### src/hdl/fatlb_pkg.sv
// Shared types and constants for the fully associative TLB with LRU order.
// No dependencies; every other file imports this package.
package fatlb_pkg;

  localparam int LINES_DEF  = 128;
  localparam int CMD_W      = 2;
  localparam int TAG_W      = 36;
  localparam int PAGE_W     = 32;
  localparam int OFFSET_W   = 12;
  localparam int LINE_OUT_W = 7;

  typedef enum logic [CMD_W-1:0] {
    CMD_TRANSLATE = 2'd0,
    CMD_REFILL    = 2'd1,
    CMD_FLUSH     = 2'd2
  } cmd_t;

  typedef struct packed {
    logic              valid;
    logic [TAG_W-1:0]  tag;
    logic [PAGE_W-1:0] page;
  } entry_t;

  typedef struct packed {
    logic shift_en;
    logic flush;
  } cell_ctl_t;

endpackage

### src/hdl/fatlb_pick.sv
// Picks the most recent matching position out of the row's match vector.
// Gives a one-hot select and its position; depends on fatlb_pkg only by style.
module fatlb_pick #(
  parameter int LINES = 128
) (
  input  logic [LINES-1:0]         match,
  output logic [LINES-1:0]         onehot,
  output logic [$clog2(LINES)-1:0] pos,
  output logic                     any
);
  import fatlb_pkg::*;

  localparam int IDX_W = $clog2(LINES);

  logic [LINES-1:0] rev;
  logic [LINES-1:0] iso;
  logic [LINES-1:0] enc_mask [IDX_W];

  for (genvar b = 0; b < IDX_W; b++) begin : g_mask
    for (genvar p = 0; p < LINES; p++) begin : g_bit
      assign enc_mask[b][p] = 1'((p >> b) & 1);
    end
  end

  always_comb begin
    for (int p = 0; p < LINES; p++) begin
      rev[p] = match[LINES-1-p];
    end
    iso = rev & (~rev + LINES'(1));
    for (int p = 0; p < LINES; p++) begin
      onehot[p] = iso[LINES-1-p];
    end
    for (int b = 0; b < IDX_W; b++) begin
      pos[b] = |(onehot & enc_mask[b]);
    end
  end

  assign any = |match;

endmodule

### config.mk
export PLATFORM = sky130hd
export DESIGN_NAME = fatlb_pick
export DESIGN_NICKNAME = d
export VERILOG_FILES = /design/src/hdl/fatlb_pkg.sv /design/src/hdl/fatlb_pick.sv
export SDC_FILE = /design/constraint.sdc
export NUM_CORES = 1
export LEC_CHECK = 0
export ABC_CLOCK_PERIOD_IN_PS = 16500
export BUFFER_PORTS_ARGS = -buffer_cell sky130_fd_sc_hd__buf_2
export CORE_MARGIN = 10
export CORE_UTILIZATION = 35
export DETAILED_ROUTE_END_ITERATION = 12
export PLACE_DENSITY = 0.71
export SLEW_MARGIN = 25
export SYNTH_ARGS = -nofsm -noshare
export SYNTH_HDL_FRONTEND = slang
export SYNTH_SLANG_ARGS = --single-unit
### constraint.sdc
create_clock -name vclk -period 16.5
set_input_delay 4.125 -clock vclk [all_inputs]
set_output_delay 4.125 -clock vclk [all_outputs]
set_load 0.02 [all_outputs]
==> run metrics <==
Compound-Gate Fraction of Synth Area=0.1168; first drt pass iteration count=6; post-CTS setup buffers=0; vias in the first global route=~6500; Hold Path Depth=2; Pleak=2.265 nW; drt first-iter violations=1097; Critical Path Fanout Max=21; Synth top area share=0.1213; Worst Hold Path EP=onehot[127]; highest clock rate=roughly 0.08 GHz; CTS Hold Buffers Added=0; sequential power share=0; CP Class=input pin to primary output; Post-Route WL=26.20 mm; Synth area leaders=nor4_1 12%, nor3_1 9.4%, nor2_1 8.2%, or4_1 5.8%, nand3_1 5.1%; Gate power share=1.000; first-pass GRT wire length=between 30 and 40 mm; vias=6730; setup ws final=roughly 4300 ps; Gate Count Post-Synth=610; Avg WL per Cell=26.46 um; fill count=1131; gr ovfl total=0; CP Launch Type=input pin; sequential fraction of the synthesis area=0; post-route ant nets=0; Core Util, Final=0.4919; final setup TNS=0 ps; pwr dens=10.24 nW/um^2; Critical-path top delay cell=or4_1; Rows=37; Least-Margin Pin Slew=around 1100 ps; result of the run=complete, no violations; crit path launch=match[109]; Hold WC Path Type=input pin to primary output; Post-Synth XOR/XNOR Area=0; total track usage=0.3220; multi-input logic area=3412 um^2; Synthesized Nets=738; CP Capture Type=primary output; I/O pin cnt=between 200 and 300; synth warn=0; synthesized area=around 3600 um^2; Period minus WS final=roughly 12000 ps; CP Cell Sequence=buf_2, or4_1, or3_1, nor2_1, nand2_1, nor4_1, nor4_1, nand4_1, or4_1, buf_2; largest family of logic cells by synthesized area=simple AND/OR/NAND/NOR gates; Syn Area/Cell=5.920 um^2; Synth Area in Simple Gates=0.8281; slew margin rel.=0.2848; Seq. cell area=0 um^2; Total Power=0.00005131 W; CP bufs+invs=2; delay-heaviest family, CP=simple AND/OR/NAND/NOR gates; Final Max Tran Viols=0; Clock power frac=0; largest net degree at the start of global routing=27; core area=10180 um^2; Die X=121.6 um; largest stage delay on the critical path=about 740 ps; Worst Path Arrival=8050 ps; most common cell after layout, fill and taps aside=buf_2; most frequent cells in the layout=264 x buf_2, 79 x nor2_1, 70 x nor4_1; post-DR vias/cell=between 6 and 7; chip height=121.6 um; drt drc=0; maximum VDD drop=approximately 0.0000095 V; post-synth top area cell=nor4_1; library cells used by synthesis=56; Hold WS=about 8500 ps; total die area=between 10000 and 15000 um^2; adder-cell share of the synthesized area=0; Crit path required time=around 12000 ps; post-DP HPWL=22.35 mm; Setup violations, final=0; # clk buffers=0; Pint=0.00001937 W; sw frac=0.6225; unrepaired setup endpoints after global routing=false; post-route clock period utilization=0.7378; number of max-cap violations=0; CTS resizes=0; initial antenna violation count=2; Fin. Hold Viols=0; sequential cell count=0; pre-CTS WS=4478 ps; min-delay src=match[127]; area grow syn2layout=38.74%; number of I/O port buffers=between 200 and 300; mux cell area share after synthesis=0; Initial Util=0.3545; Net Switching=~0.000032 W; routability cong.=1.089; Layout Nets=982; layout cells sized above 1=0.3369
## metrics by stage
| step | std cells | area (um^2) |
|---|---|---|
| 2_1_floorplan | 610 | 3611 |
| 4_1_cts | 988 | 5005 |
| 6_report | 990 | 5010 |
| 5_1_grt | 990 | 5010 |
| 3_5_place_dp | 988 | 5005 |
| 3_3_place_gp | 988 | 5005 |
## per-layer routing
metal / wire length (um) / vias to the layer above / track usage
li1: - / 2957 / -
met1: 9646 / 3074 / 0.3819
met2: 12190 / 616 / 0.5545
met3: 3514 / 83 / 0.08834
met4: 843 / 0 / 0.09389
met5: 0 / - / 0
## cells in the mapped netlist, drive strengths merged (3+ instances only)
master	count
nor3b	13
buf	10
or4	30
nand2	43
nand4	28
and2	18
nand3	37
a41oi	4
inv	17
nor4b	8
and4	10
or3	18
nand4b	13
nor2b	6
o21ai	7
nor2	80
nor4	72
nand3b	8
a31oi	6
and3b	3
and3	27
clkbuf	17
o31ai	4
a31o	3
a41o	5
nand2b	7
nor3	69
a32oi	5
and4b	9
or2	8
o211ai	3
## power groups by stage
stage                 clock, W  combinational (W)  sequential, W
2_1_floorplan                0          0.0000164              0
3_5_place_dp                 0          0.0000493              0
3_3_place_gp                 0          0.0000491              0
5_1_grt        0.0000000000162          0.0000547              0
6_report       0.0000000000163          0.0000513              0
4_1_cts                      0          0.0000495              0
## worst max-delay path by stage
stage | slack, ps | cells after the start | to
6_report | 4330 | 10 | pos[3]
5_1_grt | 4260 | 10 | pos[3]
4_1_cts | 4460 | 10 | pos[3]
3_5_place_dp | 4480 | 10 | pos[3]
3_3_place_gp | 4440 | 10 | pos[3]
2_1_floorplan | 5020 | 12 | pos[1]
## kinds of logic (layout without fill, tap and decap cells)
family,count (synthesis),in the layout
and+or+nand+nor,511,511
buffers and inverters,44,286
other,0,2
AOI/OAI and AO/OA,55,55
## area by class of cell
class / count / area share
Antenna cell: 2 / 0.0009990
Timing Repair Buffer: 269 / 0.2712
Tap cell: 136 / 0.03397
Multi-Input combinational cell: 566 / 0.6811
Inverter: 17 / 0.01274
(Power assumes the default switching activity.)
