--- config.mk ---
export PLATFORM = sky130hd
export DESIGN_NAME = fatlb_cell
export DESIGN_NICKNAME = d
export VERILOG_FILES = /design/src/hdl/fatlb_pkg.sv /design/src/hdl/fatlb_cell.sv
export SDC_FILE = /design/constraint.sdc
export NUM_CORES = 1
export LEC_CHECK = 0
export BUFFER_PORTS_ARGS = -buffer_cell sky130_fd_sc_hd__buf_2
export CORE_ASPECT_RATIO = 0.9
export CORE_UTILIZATION = 30
export DETAILED_ROUTE_END_ITERATION = 8
export GPL_ROUTABILITY_DRIVEN = 0
export PLACE_DENSITY_LB_ADDON = 0.05
export SETUP_SLACK_MARGIN = 0.1
export SYNTH_ARGS = -nofsm -noshare
export SYNTH_HDL_FRONTEND = slang
export SYNTH_SLANG_ARGS = --single-unit
--- constraint.sdc ---
create_clock -name clk -period 12.5 [get_ports clk]
set_input_delay 2.5 -clock clk [delete_from_list [all_inputs] [get_ports clk]]
set_output_delay 2.5 -clock clk [all_outputs]
set_load 0.02 [all_outputs]
--- src/hdl/fatlb_pkg.sv ---
// Shared types and constants for the fully associative TLB with LRU order.
// No dependencies; every other file imports this package.
package fatlb_pkg;

  localparam int LINES_DEF  = 128;
  localparam int CMD_W      = 2;
  localparam int TAG_W      = 36;
  localparam int PAGE_W     = 32;
  localparam int OFFSET_W   = 12;
  localparam int LINE_OUT_W = 7;

  typedef enum logic [CMD_W-1:0] {
    CMD_TRANSLATE = 2'd0,
    CMD_REFILL    = 2'd1,
    CMD_FLUSH     = 2'd2
  } cmd_t;

  typedef struct packed {
    logic              valid;
    logic [TAG_W-1:0]  tag;
    logic [PAGE_W-1:0] page;
  } entry_t;

  typedef struct packed {
    logic shift_en;
    logic flush;
  } cell_ctl_t;

endpackage

--- src/hdl/fatlb_cell.sv ---
// One recency position of the TLB: line index, tag, page and valid bit.
// Takes its neighbor's entry on a shift; depends on fatlb_pkg.
module fatlb_cell #(
  parameter int LINES = 128,
  parameter int POS   = 0
) (
  input  logic                       clk,
  input  logic                       rst,
  input  fatlb_pkg::cell_ctl_t       ctl,
  input  logic [$clog2(LINES)-1:0]   shift_from,
  input  logic [fatlb_pkg::TAG_W-1:0] key,
  input  logic                       sel,
  input  logic [$clog2(LINES)-1:0]   up_idx,
  input  fatlb_pkg::entry_t          up_ent,
  output logic [$clog2(LINES)-1:0]   idx,
  output fatlb_pkg::entry_t          ent,
  output logic                       match,
  output logic [fatlb_pkg::PAGE_W-1:0] sel_page,
  output logic [$clog2(LINES)-1:0]   sel_idx
);
  import fatlb_pkg::*;

  localparam int IDX_W = $clog2(LINES);

  logic take;

  assign take = ctl.shift_en && (IDX_W'(POS) >= shift_from);

  always_ff @(posedge clk) begin
    if (rst) begin
      idx       <= IDX_W'(POS);
      ent.valid <= 1'b0;
    end else if (take) begin
      idx <= up_idx;
      ent <= up_ent;
    end else if (ctl.flush) begin
      ent.valid <= 1'b0;
    end
  end

  assign match    = ent.valid && (ent.tag == key);
  assign sel_page = sel ? ent.page : '0;
  assign sel_idx  = sel ? idx : '0;

endmodule

==> impl_metrics.yaml <==
cells_and_area:
  nets: 560
  fill_cells: 911
  layout_commonest_cell: "buf_2"
  mostFrequentLayoutCells: "buf_2 (239), edfxtp_1 (68), and2_1 (39)"
  drive_gt1_frac: 0.586
  diodes: 0
  area_delta_synth_final_pct: 52.7
clock_network:
  clk_latency_ns: 0.33
  cts_sinks: 76
  cts-root-buf: "clkbuf_8"
  cts_setup_buffers: 0
  cts_buffers: 9
  htreeDepth: 3
  cts_tree: "yes"
  cts_hold_buf: 0
  clk_pin_slew_ns: 0.07
  cts_resized: 0
  cts.path.max_buffers: 2
global_route:
  met1_usage: 0.147
  grt_pass1_wl_um: 11200
  grt-ovfl-total: 0
  antenna_found_initial: 0
  grt_use_total: 0.144
  grt_util_met2: 0.267
  grt_max_degree: 69
  top_usage_layer: "met2"
  grt_pass1_vias: 2274
  grt_use_met3: 0.0510
logic_synthesis:
  synth-seq-cells: 76
  syn-num-nets: 314
  synthArstFlopShare: 0
  ys_seq_area_frac: 0.725
  yosys_warnings: 0
  synthDistinctLibCells: 17
  avgSynthCellArea_um2: 16.0
  synth_ff_type: "edfxtp_1"
  synth_edf_count: 68
  netlist_area_um2: 3040
  synthCells: 190
pwr:
  leakage_nw: 2.19
  p_total_uw: 550
  peakVddDrop_mv: 0.0582
  p_per_area_nw_per_um2: 118
drt:
  vias_per_cell: 4.20
  postRouteAntennaNets: 0
  via_count: 2375
  dr.pass1.iters: 4
  wirelength_um: 7640
  avgRoutedWirePerCell_um: 13.5
  drcViolationCount: 0
  drt-initial-drc-count: 47
setup_path:
  crit_path_end_kind: "output pin"
  reg2regPathDepth: 3
  crit_path_start: "key[33]"
  critical_path_class: "primary input to output pin"
  r2r-end: "ent[68]$_SDFFE_PP0P_"
  r2r_start: "ent[68]$_SDFFE_PP0P_"
  cp-endpoint: "match"
  crit_fanout: 1
  reg2reg_slack_ns: 11.78
  start_kind: "primary input"
  worstPathArrival_ns: 3.75
  cp.required_ns: 10.00
floorplanning:
  die_y_um: 97.5
  core_um2: 9740
  pin_count: 240
  dieArea_um2: 10500
  initial_core_util: 0.312
  die_x_um: 108
  rows: 34
placed_design:
  dp_hpwl_um: 5920
  numPortBuffers: 239
timing:
  finClkSkew_ns: 0
  tightest_slew_ns: 0.880
  tns_ns: 0
  rsz0062_at_grt: "false"
  setup_viol: 0
  slew_viol_final: 0
  min_period_over_period: 0.500
  finalCriticalPeriod_ns: 6.25
  relSlewSlack: 0.414
  whs_ns: 0.516
  fmax_mhz: 160
  hold_violations: 0
job:
  maxCapViolations: 0
run_status:
  status: "finished, final reports clean"
min_path:
  min-delay-path-class: "register to register"
  holdPathStages: 2
-- cell type report --
| type | count | area [um2] | area share |
|---|---|---|---|
| timing repair buffer | 240 | 1200 | 0.259 |
| tap | 126 | 158 | 0.0340 |
| clock inverter | 6 | 128 | 0.0275 |
| clock buffer | 9 | 124 | 0.0267 |
| multi-input combinational | 109 | 826 | 0.178 |
| sequential | 76 | 2200 | 0.475 |
-- cell families after synthesis --
family	count (synthesis)	share of synthesized area
and+or+nand+nor	65	0.139
buffers and inverters	5	0.00618
DFF	76	0.725
xor gates and xnor gates	36	0.104
muxes	8	0.0263
-- worst max-delay path, stage by stage --
cell and delay [ns]:
buf_2 0.10, xor2_1 0.15, nor4_1 0.43, nand4_1 0.18, nor3_2 0.20, buf_2 0.19
-- layer usage --
metal,share of wire,vias to the layer above
met5,0,-
met4,0.017,0
met3,0.098,12
met2,0.52,133
met1,0.37,1066
li1,-,1164
-- cells in the mapped netlist, types with 2 or more instances --
| cell | instances | area [um2] |
|---|---|---|
| mux2i_1 | 8 | 80.1 |
| and2_1 | 39 | 244 |
| xor2_1 | 35 | 307 |
| clkbuf_1 | 5 | 18.8 |
| dfxtp_1 | 8 | 160 |
| edfxtp_1 | 68 | 2040 |
| nor2_1 | 9 | 33.8 |
| nor4_1 | 8 | 50.1 |
| nand4_1 | 2 | 12.5 |
-- through the flow --
stage,setup WS (ns),area [um2],instances,utilization
floorplan,6.19,3040,190,-
global placement,6.26,4390,551,0.451
detailed placement,6.25,4390,551,0.451
CTS,6.24,4640,566,0.476
global route,6.16,4640,566,0.476
finish,6.25,4640,566,0.476
-- sequential cells by signal, summed over array words and instances, names as in the netlist --
name and flops:
idx 7, ent 69
-- worst min path at each step --
stage | start | end | slack (ns)
2_1_floorplan | idx[0]$_SDFFE_PP0P_ | idx[0]$_SDFFE_PP0P_ | 0.60
3_3_place_gp | idx[1]$_SDFFE_PP0P_ | idx[1]$_SDFFE_PP0P_ | 0.49
3_5_place_dp | idx[1]$_SDFFE_PP0P_ | idx[1]$_SDFFE_PP0P_ | 0.51
4_1_cts | idx[1]$_SDFFE_PP0P_ | idx[1]$_SDFFE_PP0P_ | 0.53
5_1_grt | idx[4]$_SDFFE_PP0P_ | idx[4]$_SDFFE_PP0P_ | 0.56
6_report | idx[1]$_SDFFE_PP0P_ | idx[1]$_SDFFE_PP0P_ | 0.52
-- where the power goes --
| group | switching, mW | internal, mW | leakage, nW |
|---|---|---|---|
| clock network | 0.0858 | 0.150 | 0.124 |
| registers | 0.000288 | 0.277 | 0.676 |
| logic | 0.0164 | 0.0203 | 1.39 |
| total | 0.103 | 0.447 | 2.19 |
Power figures use the tool's default switching activity.
